## config.mk

```make
export PLATFORM = sky130hd
export DESIGN_NAME = two_coil_launch_sequencer_top_flat
export DESIGN_NICKNAME = d
export VERILOG_FILES = /design/src/tcls_pkg.sv /design/src/tcls_if.sv /design/src/two_coil_launch_sequencer_top.sv /design/src/tcls_cfg_regs.sv /design/src/tcls_in_stage.sv /design/src/tcls_core.sv /design/src/flat_wrapper.sv
export VERILOG_INCLUDE_DIRS = /design/src /design/src/src
export SDC_FILE = /design/constraint.sdc
export NUM_CORES = 1
export LEC_CHECK = 0
export BUFFER_PORTS_ARGS = -buffer_cell sky130_fd_sc_hd__buf_2
export CAP_MARGIN = 30
export CORE_UTILIZATION = 49
export CTS_CLUSTER_DIAMETER = 80
export CTS_CLUSTER_SIZE = 25
export DETAILED_ROUTE_END_ITERATION = 8
export HOLD_SLACK_MARGIN = 0.1
export PLACE_DENSITY_LB_ADDON = 0.3
export SLEW_MARGIN = 5
export SYNTH_ARGS = -nofsm -noshare
export SYNTH_HDL_FRONTEND = slang
export SYNTH_HIERARCHICAL = 1
export SYNTH_SLANG_ARGS = --single-unit
```

## constraint.sdc

```tcl
create_clock -name clk_i -period 7.5 [get_ports clk_i]
set_input_delay 0.375 -clock clk_i [delete_from_list [all_inputs] [get_ports clk_i]]
set_output_delay 0.375 -clock clk_i [all_outputs]
set_load 0.03 [all_outputs]
```

## src/two_coil_launch_sequencer_top_assert.svh

```systemverilog
// Assertion macros used by the sequencer core.
`ifndef TWO_COIL_LAUNCH_SEQUENCER_TOP_ASSERT_SVH
`define TWO_COIL_LAUNCH_SEQUENCER_TOP_ASSERT_SVH

`ifndef ASSERT_OFF
`define TCLS_ASSERT(label, clk, rst_n, prop, msg) \
  label: assert property (@(posedge clk) disable iff (!rst_n) (prop)) else $error(msg);
`define TCLS_ASSERT_IMPLY(label, clk, rst_n, ante, cons, msg) \
  label: assert property (@(posedge clk) disable iff (!rst_n) (ante) |-> (cons)) \
    else $error(msg);
`define TCLS_ASSERT_NEXT(label, clk, rst_n, ante, cons, msg) \
  label: assert property (@(posedge clk) disable iff (!rst_n) (ante) |=> (cons)) \
    else $error(msg);
`else
`define TCLS_ASSERT(label, clk, rst_n, prop, msg)
`define TCLS_ASSERT_IMPLY(label, clk, rst_n, ante, cons, msg)
`define TCLS_ASSERT_NEXT(label, clk, rst_n, ante, cons, msg)
`endif

`endif

```

## src/tcls_pkg.sv

```systemverilog
package tcls_pkg;

  // Fixed field widths of the channels and registers.
  localparam int SAMPLE_W   = 10;
  localparam int LEVEL_W    = 10;
  localparam int TMO_W      = 16;
  localparam int GAP_W      = 8;
  localparam int CFG_IDX_W  = 3;
  localparam int CFG_DATA_W = 16;
  localparam int CHAN_W     = 2;
  localparam int EVENT_W    = 3;
  localparam int PEAK_W     = 10;

  // Register reset values.
  localparam logic [LEVEL_W-1:0] TRIGGER_THRESHOLD_RST = LEVEL_W'(512);
  localparam logic [LEVEL_W-1:0] MIN_DEVIATION_RST     = LEVEL_W'(180);
  localparam logic [LEVEL_W-1:0] FALL_MARGIN_RST       = LEVEL_W'(2);
  localparam logic [TMO_W-1:0]   COIL0_TIMEOUT_RST     = TMO_W'(800);
  localparam logic [TMO_W-1:0]   COIL1_TIMEOUT_RST     = TMO_W'(200);
  localparam logic [GAP_W-1:0]   GAP_RST               = GAP_W'(2);
  localparam int                 BASELINE_RST          = 511;

  typedef enum logic [CFG_IDX_W-1:0] {
    REG_TRIGGER_THRESHOLD = 3'd0,
    REG_MIN_DEVIATION     = 3'd1,
    REG_FALL_MARGIN       = 3'd2,
    REG_COIL0_TIMEOUT     = 3'd3,
    REG_COIL1_TIMEOUT     = 3'd4,
    REG_GAP               = 3'd5
  } cfg_reg_e;

  typedef enum logic [EVENT_W-1:0] {
    EV_NONE     = 3'd0,
    EV_S1_DONE  = 3'd1,
    EV_S2_DONE  = 3'd2,
    EV_TIMEOUT1 = 3'd3,
    EV_TIMEOUT2 = 3'd4
  } event_e;

  typedef enum logic [CHAN_W-1:0] {
    CH_TRIGGER = 2'd0,
    CH_HALL0   = 2'd1,
    CH_HALL1   = 2'd2
  } chan_e;

  typedef enum logic [5:0] {
    PH_WAIT    = 6'b000001,
    PH_S1_BASE = 6'b000010,
    PH_S1_RUN  = 6'b000100,
    PH_GAP     = 6'b001000,
    PH_S2_BASE = 6'b010000,
    PH_S2_RUN  = 6'b100000
  } phase_e;

  typedef struct packed {
    logic [LEVEL_W-1:0] trigger_threshold;
    logic [LEVEL_W-1:0] min_deviation;
    logic [LEVEL_W-1:0] fall_margin;
    logic [TMO_W-1:0]   coil0_timeout_ms;
    logic [TMO_W-1:0]   coil1_timeout_ms;
    logic [GAP_W-1:0]   gap_ms;
  } cfg_t;

  typedef struct packed {
    logic                mode;
    logic [SAMPLE_W-1:0] sample;
  } item_t;

endpackage

```

## src/tcls_if.sv

```systemverilog
interface tcls_in_if;
  logic                          valid;
  logic                          ready;
  logic                          mode;
  logic [tcls_pkg::SAMPLE_W-1:0] sample;

  modport source (output valid, output mode, output sample, input ready);
  modport sink (input valid, input mode, input sample, output ready);
endinterface

interface tcls_out_if;
  logic                         valid;
  logic                         ready;
  logic                         coil0_drive;
  logic                         coil1_drive;
  logic [tcls_pkg::CHAN_W-1:0]  channel_select;
  logic                         busy_res;
  logic [tcls_pkg::EVENT_W-1:0] event_res;
  logic [tcls_pkg::PEAK_W-1:0]  peak_value;

  modport source (output valid, output coil0_drive, output coil1_drive,
                  output channel_select, output busy_res, output event_res,
                  output peak_value, input ready);
  modport sink (input valid, input coil0_drive, input coil1_drive,
                input channel_select, input busy_res, input event_res,
                input peak_value, output ready);
endinterface

interface tcls_cfg_if;
  logic                            valid;
  logic                            ready;
  logic [tcls_pkg::CFG_IDX_W-1:0]  index;
  logic [tcls_pkg::CFG_DATA_W-1:0] data;

  modport source (output valid, output index, output data, input ready);
  modport sink (input valid, input index, input data, output ready);
endinterface

```

## src/two_coil_launch_sequencer_top.sv

```systemverilog
// Two-coil launch sequencer. Each input word is either an ADC sample (mode 0) taken on
// the channel named by the last result, or a one millisecond tick (mode 1), and each
// word yields exactly one result word that shows the coil drives, the next channel,
// the busy flag, an event code and the stage peak. A word enters an input register,
// and the whole sequencing step then runs from it into the result register, so
// one word is taken every clock while results are taken; the result register is the
// only thing that can hold up the input, and only while its word is not taken.
// Registers are written through the configuration channel, which is always ready,
// and must only be written while the block is idle.
module two_coil_launch_sequencer_top #(
  parameter int SAMPLE_BITS       = 10,
  parameter int TICK_COUNTER_BITS = 16
) (
  input  logic       clk_i,
  input  logic       rst_ni,
  tcls_in_if.sink    in_i,
  tcls_out_if.source out_o,
  tcls_cfg_if.sink   cfg_i
);
  import tcls_pkg::*;

  cfg_t  cfg;
  item_t item;
  logic  item_valid;
  logic  advance;

  tcls_cfg_regs u_cfg_regs (
    .clk_i  (clk_i),
    .rst_ni (rst_ni),
    .cfg_i  (cfg_i),
    .cfg_o  (cfg)
  );

  tcls_in_stage u_in_stage (
    .clk_i     (clk_i),
    .rst_ni    (rst_ni),
    .in_i      (in_i),
    .advance_i (advance),
    .valid_o   (item_valid),
    .item_o    (item)
  );

  tcls_core #(
    .SAMPLE_BITS       (SAMPLE_BITS),
    .TICK_COUNTER_BITS (TICK_COUNTER_BITS)
  ) u_core (
    .clk_i     (clk_i),
    .rst_ni    (rst_ni),
    .cfg_i     (cfg),
    .valid_i   (item_valid),
    .item_i    (item),
    .advance_o (advance),
    .out_o     (out_o)
  );

endmodule

```

## src/tcls_cfg_regs.sv

```systemverilog
module tcls_cfg_regs (
  input  logic           clk_i,
  input  logic           rst_ni,
  tcls_cfg_if.sink       cfg_i,
  output tcls_pkg::cfg_t cfg_o
);
  import tcls_pkg::*;

  cfg_t cfg_q;

  assign cfg_i.ready = 1'b1;
  assign cfg_o       = cfg_q;

  always_ff @(posedge clk_i or negedge rst_ni) begin
    if (!rst_ni) begin
      cfg_q.trigger_threshold <= TRIGGER_THRESHOLD_RST;
      cfg_q.min_deviation     <= MIN_DEVIATION_RST;
      cfg_q.fall_margin       <= FALL_MARGIN_RST;
      cfg_q.coil0_timeout_ms  <= COIL0_TIMEOUT_RST;
      cfg_q.coil1_timeout_ms  <= COIL1_TIMEOUT_RST;
      cfg_q.gap_ms            <= GAP_RST;
    end else if (cfg_i.valid) begin
      // Writes to indexes past the register list are dropped.
      case (cfg_i.index)
        REG_TRIGGER_THRESHOLD: cfg_q.trigger_threshold <= cfg_i.data[LEVEL_W-1:0];
        REG_MIN_DEVIATION:     cfg_q.min_deviation     <= cfg_i.data[LEVEL_W-1:0];
        REG_FALL_MARGIN:       cfg_q.fall_margin       <= cfg_i.data[LEVEL_W-1:0];
        REG_COIL0_TIMEOUT:     cfg_q.coil0_timeout_ms  <= cfg_i.data[TMO_W-1:0];
        REG_COIL1_TIMEOUT:     cfg_q.coil1_timeout_ms  <= cfg_i.data[TMO_W-1:0];
        REG_GAP:               cfg_q.gap_ms            <= cfg_i.data[GAP_W-1:0];
        default: ;
      endcase
    end
  end

endmodule

```

## src/tcls_in_stage.sv

```systemverilog
module tcls_in_stage (
  input  logic            clk_i,
  input  logic            rst_ni,
  tcls_in_if.sink         in_i,
  input  logic            advance_i,
  output logic            valid_o,
  output tcls_pkg::item_t item_o
);
  import tcls_pkg::*;

  logic  valid_q;
  item_t item_q;

  // The slot frees up in the same cycle the core takes the held word.
  assign in_i.ready = !valid_q || advance_i;
  assign valid_o    = valid_q;
  assign item_o     = item_q;

  always_ff @(posedge clk_i or negedge rst_ni) begin
    if (!rst_ni) begin
      valid_q <= 1'b0;
    end else if (in_i.ready) begin
      valid_q <= in_i.valid;
    end
  end

  always_ff @(posedge clk_i) begin
    if (in_i.valid && in_i.ready) begin
      item_q.mode   <= in_i.mode;
      item_q.sample <= in_i.sample;
    end
  end

endmodule

```

## src/tcls_core.sv

```systemverilog
`include "two_coil_launch_sequencer_top_assert.svh"

module tcls_core #(
  parameter int SAMPLE_BITS       = 10,
  parameter int TICK_COUNTER_BITS = 16
) (
  input  logic            clk_i,
  input  logic            rst_ni,
  input  tcls_pkg::cfg_t  cfg_i,
  input  logic            valid_i,
  input  tcls_pkg::item_t item_i,
  output logic            advance_o,
  tcls_out_if.source      out_o
);
  import tcls_pkg::*;

  localparam int SB = SAMPLE_BITS;
  localparam int TB = TICK_COUNTER_BITS;
  // Compare width CW holds either operand plus one carry bit; EW holds either operand.
  localparam int CW = ((SB > LEVEL_W) ? SB : LEVEL_W) + 1;
  localparam int EW = (TB > TMO_W) ? TB : TMO_W;
  localparam logic [SB-1:0] BASE_RESET = SB'(BASELINE_RST);

  phase_e        phase_q, phase_d;
  logic [SB-1:0] base_q, base_d;
  logic [SB-1:0] peak_q, peak_d;
  logic [TB-1:0] elap_q, elap_d;
  event_e        event_d;

  logic          out_vq;
  logic          coil0_q, coil1_q, busy_q;
  chan_e         chan_q, chan_d;
  event_e        event_q;
  logic [PEAK_W-1:0] peakv_q;
  logic          coil0_d, coil1_d, busy_d;

  logic          is_tick;
  logic [SB-1:0] samp;
  logic [SB-1:0] dev;
  logic [SB-1:0] peak_new;
  logic [CW-1:0] dev_x;
  logic          stage_end;
  logic          trig_hit;
  logic [TB-1:0] tick_sat;
  logic          over_t0, over_t1, gap_done;
  logic [31:0]   peak_wide;

  assign advance_o = valid_i && (!out_vq || out_o.ready);

  assign is_tick = item_i.mode;
  assign samp    = SB'(32'(item_i.sample));

  // Deviation tracking for the running stage.
  assign dev       = (samp > base_q) ? (samp - base_q) : (base_q - samp);
  assign peak_new  = (dev > peak_q) ? dev : peak_q;
  assign dev_x     = CW'(dev);
  assign stage_end = (dev_x > CW'(cfg_i.min_deviation)) &&
                     ((dev_x + CW'(cfg_i.fall_margin)) < CW'(peak_new));
  assign trig_hit  = !is_tick && (CW'(samp) > CW'(cfg_i.trigger_threshold));

  assign tick_sat = (elap_q == {TB{1'b1}}) ? elap_q : elap_q + TB'(1);
  assign over_t0  = EW'(tick_sat) > EW'(cfg_i.coil0_timeout_ms);
  assign over_t1  = EW'(tick_sat) > EW'(cfg_i.coil1_timeout_ms);
  assign gap_done = EW'(tick_sat) >= EW'(cfg_i.gap_ms);

  always_comb begin
    phase_d = phase_q;
    base_d  = base_q;
    peak_d  = peak_q;
    elap_d  = elap_q;
    event_d = EV_NONE;
    case (phase_q)
      PH_S1_BASE, PH_S2_BASE: begin
        if (is_tick) begin
          elap_d = tick_sat;
          if (phase_q == PH_S1_BASE && over_t0) begin
            event_d = EV_TIMEOUT1;
            phase_d = PH_WAIT;
          end else if (phase_q == PH_S2_BASE && over_t1) begin
            event_d = EV_TIMEOUT2;
            phase_d = PH_WAIT;
          end
        end else begin
          base_d  = samp;
          peak_d  = '0;
          elap_d  = '0;
          phase_d = (phase_q == PH_S1_BASE) ? PH_S1_RUN : PH_S2_RUN;
        end
      end
      PH_S1_RUN: begin
        if (is_tick) begin
          elap_d = tick_sat;
          if (over_t0) begin
            event_d = EV_TIMEOUT1;
            phase_d = PH_WAIT;
          end
        end else begin
          peak_d = peak_new;
          if (stage_end) begin
            event_d = EV_S1_DONE;
            elap_d  = '0;
            phase_d = (cfg_i.gap_ms == '0) ? PH_S2_BASE : PH_GAP;
          end
        end
      end
      PH_GAP: begin
        if (is_tick) begin
          elap_d = tick_sat;
          if (gap_done) begin
            elap_d  = '0;
            phase_d = PH_S2_BASE;
          end
        end
      end
      PH_S2_RUN: begin
        if (is_tick) begin
          elap_d = tick_sat;
          if (over_t1) begin
            event_d = EV_TIMEOUT2;
            phase_d = PH_WAIT;
          end
        end else begin
          peak_d = peak_new;
          if (stage_end) begin
            event_d = EV_S2_DONE;
            phase_d = PH_WAIT;
          end
        end
      end
      default: begin
        // Waiting, and any code that should never appear, behave alike.
        phase_d = PH_WAIT;
        if (trig_hit) begin
          phase_d = PH_S1_BASE;
          elap_d  = '0;
        end
      end
    endcase
  end

  // The result word shows the state after this step.
  always_comb begin
    coil0_d = 1'b0;
    coil1_d = 1'b0;
    busy_d  = 1'b1;
    case (phase_d)
      PH_S1_BASE: chan_d = CH_HALL0;
      PH_S1_RUN: begin
        chan_d  = CH_HALL0;
        coil0_d = 1'b1;
      end
      PH_GAP, PH_S2_BASE: chan_d = CH_HALL1;
      PH_S2_RUN: begin
        chan_d  = CH_HALL1;
        coil1_d = 1'b1;
      end
      default: begin
        chan_d = CH_TRIGGER;
        busy_d = 1'b0;
      end
    endcase
  end

  assign peak_wide = 32'(peak_d);

  always_ff @(posedge clk_i or negedge rst_ni) begin
    if (!rst_ni) begin
      phase_q <= PH_WAIT;
      base_q  <= BASE_RESET;
      peak_q  <= '0;
      elap_q  <= '0;
    end else if (advance_o) begin
      phase_q <= phase_d;
      base_q  <= base_d;
      peak_q  <= peak_d;
      elap_q  <= elap_d;
    end
  end

  always_ff @(posedge clk_i or negedge rst_ni) begin
    if (!rst_ni) begin
      out_vq <= 1'b0;
    end else if (!out_vq || out_o.ready) begin
      out_vq <= valid_i;
    end
  end

  always_ff @(posedge clk_i) begin
    if (advance_o) begin
      coil0_q <= coil0_d;
      coil1_q <= coil1_d;
      busy_q  <= busy_d;
      chan_q  <= chan_d;
      event_q <= event_d;
      peakv_q <= peak_wide[PEAK_W-1:0];
    end
  end

  assign out_o.valid          = out_vq;
  assign out_o.coil0_drive    = coil0_q;
  assign out_o.coil1_drive    = coil1_q;
  assign out_o.channel_select = chan_q;
  assign out_o.busy_res       = busy_q;
  assign out_o.event_res      = event_q;
  assign out_o.peak_value     = peakv_q;

  `TCLS_ASSERT(a_coils_exclusive, clk_i, rst_ni, !(out_vq && coil0_q && coil1_q), "both coils driven")
  `TCLS_ASSERT_IMPLY(a_coil_busy, clk_i, rst_ni, out_vq && (coil0_q || coil1_q), busy_q, "coil on while idle")
  `TCLS_ASSERT_IMPLY(a_end_idle, clk_i, rst_ni, out_vq && (event_q == EV_S2_DONE || event_q == EV_TIMEOUT1 || event_q == EV_TIMEOUT2), !busy_q && !coil0_q && !coil1_q, "launch end not idle")
  `TCLS_ASSERT_NEXT(a_stall_holds_state, clk_i, rst_ni, out_vq && !out_o.ready, $stable(phase_q) && $stable(elap_q), "state moved under stall")

endmodule
```

## src/flat_wrapper.sv

```systemverilog
// flat-port wrapper written by rule: the top's interface ports become plain ports
module two_coil_launch_sequencer_top_flat import tcls_pkg::*;
#(
  parameter int SAMPLE_BITS       = 10,
  parameter int TICK_COUNTER_BITS = 16
)
  (clk_i, rst_ni, in_i_valid, in_i_mode, in_i_sample, in_i_ready, out_o_valid, out_o_coil0_drive, out_o_coil1_drive, out_o_channel_select, out_o_busy_res, out_o_event_res, out_o_peak_value, out_o_ready, cfg_i_valid, cfg_i_index, cfg_i_data, cfg_i_ready);
  tcls_in_if in_i_i ();
  tcls_out_if out_o_i ();
  tcls_cfg_if cfg_i_i ();
  input  logic clk_i;
  input  logic rst_ni;
  input wire logic [$bits(in_i_i.valid)-1:0] in_i_valid;
  input wire logic [$bits(in_i_i.mode)-1:0] in_i_mode;
  input wire logic [$bits(in_i_i.sample)-1:0] in_i_sample;
  output wire logic [$bits(in_i_i.ready)-1:0] in_i_ready;
  output wire logic [$bits(out_o_i.valid)-1:0] out_o_valid;
  output wire logic [$bits(out_o_i.coil0_drive)-1:0] out_o_coil0_drive;
  output wire logic [$bits(out_o_i.coil1_drive)-1:0] out_o_coil1_drive;
  output wire logic [$bits(out_o_i.channel_select)-1:0] out_o_channel_select;
  output wire logic [$bits(out_o_i.busy_res)-1:0] out_o_busy_res;
  output wire logic [$bits(out_o_i.event_res)-1:0] out_o_event_res;
  output wire logic [$bits(out_o_i.peak_value)-1:0] out_o_peak_value;
  input wire logic [$bits(out_o_i.ready)-1:0] out_o_ready;
  input wire logic [$bits(cfg_i_i.valid)-1:0] cfg_i_valid;
  input wire logic [$bits(cfg_i_i.index)-1:0] cfg_i_index;
  input wire logic [$bits(cfg_i_i.data)-1:0] cfg_i_data;
  output wire logic [$bits(cfg_i_i.ready)-1:0] cfg_i_ready;
  assign in_i_i.valid = in_i_valid;
  assign in_i_i.mode = in_i_mode;
  assign in_i_i.sample = in_i_sample;
  assign in_i_ready = in_i_i.ready;
  assign out_o_valid = out_o_i.valid;
  assign out_o_coil0_drive = out_o_i.coil0_drive;
  assign out_o_coil1_drive = out_o_i.coil1_drive;
  assign out_o_channel_select = out_o_i.channel_select;
  assign out_o_busy_res = out_o_i.busy_res;
  assign out_o_event_res = out_o_i.event_res;
  assign out_o_peak_value = out_o_i.peak_value;
  assign out_o_i.ready = out_o_ready;
  assign cfg_i_i.valid = cfg_i_valid;
  assign cfg_i_i.index = cfg_i_index;
  assign cfg_i_i.data = cfg_i_data;
  assign cfg_i_ready = cfg_i_i.ready;
  two_coil_launch_sequencer_top #(.SAMPLE_BITS(SAMPLE_BITS), .TICK_COUNTER_BITS(TICK_COUNTER_BITS)) u_core (.clk_i(clk_i), .rst_ni(rst_ni), .in_i(in_i_i), .out_o(out_o_i), .cfg_i(cfg_i_i));
endmodule
```

==> out/metrics.csv <==
stage,metric,value,unit
placement,Final HPWL DP,16620,um
clock_network,clock-pin slew on the worst setup and hold paths,0.06,ns
placement,routability congestion estimate,0.8843,
detailed_routing,top routing layer in use,met4,
worst_setup_path,"Req. time, crit path",7.81,ns
logic_synthesis,async set-reset flop share out of synthesis,79.72,%
pwr,VDD IR max,0.3295,mV
detailed_routing,post-route ant nets,0,
final_layout,final design utilization,56.01,%
global_routing,pin count of the biggest net entering global routing,73,
worst_setup_path,CP arrival,7.34,ns
worst_setup_path,Critical Path Most Common Cell,ha_1,
die,die width,142.9,um
final_layout,most frequent cells in the layout,"inv_1 (113), ha_1 (109), dfrtp_1 (91), mux2_2 (67), nand2_1 (59)",
timing,Clock Skew,0.007126,ns
worst_setup_path,crit-path leading delay family,compound AO/OA/AOI/OAI gates,
logic_synthesis,Synth Flop Type,dfrtp_1,
timing,Final Critical Period,7.023,ns
worst_setup_path,worst-path cell with the longest stage delay,dfstp_2,
worst_setup_path,endpoint class of the critical path,flip-flop,
timing,RSZ-0062 raised after global routing,false,
worst_hold_path,min-delay src,in_i_sample[9],
detailed_routing,DR vias/cell,5.696,
global_routing,first-pass GRT wire length,36030,um
timing,crit share post-route,93.64,%
pwr,Pwr Total,5.104,mW
global_routing,vias in the first global route,6894,
logic_synthesis,syn nets,1094,
run,MaxCap Viol Count,0,
worst_setup_path,CP startpoint,u_core/u_core/base_q[0]$_DFFE_PN1P_,
die,Die Ht,142.9,um
detailed_routing,DRT Pass-1 Iters,5,
global_routing,overall global routing resource usage,23.28,%
global_routing,initial antenna violation count,0,
logic_synthesis,number of library cell types mapped by synthesis,90,
clock_network,CTS root buf,clkbuf_16,
clock_network,clock latency on the worst-skew pair,0.43,ns
timing,Max-slew headroom,43.74,%
logic_synthesis,post-synthesis cell count,947,
logic_synthesis,synthesized flop and latch total,143,
detailed_routing,via count,7308,
worst_setup_path,RR Startpoint,u_core/u_core/base_q[0]$_DFFE_PN1P_,
clock_network,CTS buffer count,17,
die,Die Area,20410,um^2
clock_network,TritonCTS clock tree,built,
logic_synthesis,Mean Syn Cell Area,10.27,um^2
detailed_routing,DRC,0,
detailed_routing,Met1 Wirelength,10730,um
timing,final hold slack,0.1180,ns
final_layout,Nets,1152,
detailed_routing,met3 WL,962,um
placement,Port Buffers,54,
final_layout,synth-to-layout area growth,12.11,%
run_status,outcome,"complete, no violations",
worst_setup_path,max incr delay on CP,0.54,ns
worst_setup_path,WP buf/inv,2,
die,row cnt,51,
timing,count of final hold-check violations,0,
clock_network,Clock Path Buffers,2,
die,top-level I/O count,56,
timing,fmax,142.4,MHz
detailed_routing,final WL,22210,um
clock_network,clock sinks,143,
worst_setup_path,Worst setup SP type,flip-flop,
logic_synthesis,Post-synth EDFFs,29,
pwr,leakage power,5.127,nW
logic_synthesis,synth warn,6,
timing,Max Transition Viols Final,0,
detailed_routing,routed len/inst,17.31,um
die,starting density of the core,49.96,%
logic_synthesis,Mapped Area,9724,um^2
final_layout,share of cells above drive strength 1,22.79,%
die,core area,19460,um^2
global_routing,gr ovfl total,0,
timing,Worst-Margin Slew,0.8388,ns
detailed_routing,starting DRC count in detailed routing,511,
final_layout,"commonest non-fill, non-tap cell in the layout",inv_1,
worst_hold_path,Hold Crit Class,in2reg,
logic_synthesis,register area share after synthesis,38.59,%
pwr,PwrDens,468.2,nW/um^2
detailed_routing,WL met2,10060,um
timing,Final Setup Violations,0,
worst_setup_path,Crit Path Class,reg2reg,
clock_network,CTS H-Tree Depth,4,
worst_setup_path,CP Max Fanout,16,
final_layout,n_diodes,0,
timing,Setup TNS,0,ns
## what timing repair did
action | CTS | global route
resized for setup | 0 | 5
hold buffers | 1 | 0
buffers inserted | 0 | 0
endpoints found under the hold margin | 39 | 0
setup endpoints to repair | 0 | 28
## metal layers
metal  up-vias  GRT usage (%)
li1       3548              -
met1      3550          32.88
met2       179          36.15
met3        31          3.622
met4         0          8.263
met5         -              0
## synthesized netlist by cell type (10+ instances only)
cell type	count	share of area [%]
edfxtp_1	29	9.0
xnor2_1	16	1.4
mux2_2	67	7.8
nand3_1	28	1.4
inv_1	113	4.4
clkbuf_1	13	0.50
a21oi_1	44	2.3
dfrtp_1	91	23
a22o_1	13	1.2
mux2_4	10	1.5
nand2b_1	12	0.77
nor3_1	14	0.72
dfstp_2	23	6.2
nor2_1	38	1.5
nand4_1	21	1.4
a21o_1	23	1.8
ha_1	109	14
mux2i_1	10	1.0
o21ai_0	42	2.2
nand2_1	59	2.3
o2bb2ai_1	10	0.90
## layout make-up
cell class	instances	area [um^2]
fill	1678	8561
multi-input combinational	662	5409
sequential	143	3752
clock buffer	23	498.0
inverter	114	427.9
timing repair buffer	67	400.4
tap	265	331.6
clock inverter	9	82.58
## through the flow
| step | instance area, um^2 | setup WS [ns] | cells |
|---|---|---|---|
| 5_1_grt | 10900 | 0.008094 | 1283 |
| 6_report | 10900 | 0.4767 | 1283 |
| 3_5_place_dp | 10260 | 0.2809 | 1248 |
| 4_1_cts | 10850 | 0.2473 | 1281 |
| 2_1_floorplan | 9724 | 0.9664 | 947 |
| 3_3_place_gp | 10250 | 0.6190 | 1247 |
## registers in the layout, indices dropped and copies added, names as in the netlist, 3 cells and up
register and flops:
u_core/u_core/peak_q 10, u_core/u_core/out_o.event_res 3, u_core/u_core/out_o.peak_value 10, u_core/u_core/phase_q 6
u_core/u_cfg_regs/cfg_o 70, u_core/u_in_stage/item_o 11, u_core/u_core/base_q 10, u_core/u_core/elap_q 16
## report_power, final
part	internal [mW]	switching, mW
logic	1.38	1.76
clock network	0.498	0.328
registers	1.02	0.124
## final timing paths
check,to,slack [ns],cells past startpoint
setup / recovery,u_core/u_core/elap_q[0]$_DFFE_PN0P_,0.48,27
hold / removal,u_core/u_in_stage/item_o[9]$_DFFE_PP_,0.12,1
setup reg to reg,u_core/u_core/elap_q[0]$_DFFE_PN0P_,0.48,27
hold reg to reg,u_core/u_cfg_regs/cfg_o[62]$_DFFE_PN0P_,0.51,1
max in group asynchronous,u_core/u_cfg_regs/cfg_o[32]$_DFFE_PN1P_,5.98,4
min in group asynchronous,u_core/u_core/peak_q[9]$_DFFE_PN0P_,0.50,2
## logic make-up after synthesis
kind of cell	synth area share [%]
simple gates	12.97
fa+ha+maj	14.64
compound gates	15.40
other cells	0.03856
mux	10.33
buf+inv	6.047
flops	38.59
xor+xnor	1.981
No activity file was read; power rests on OpenSTA's default activity.
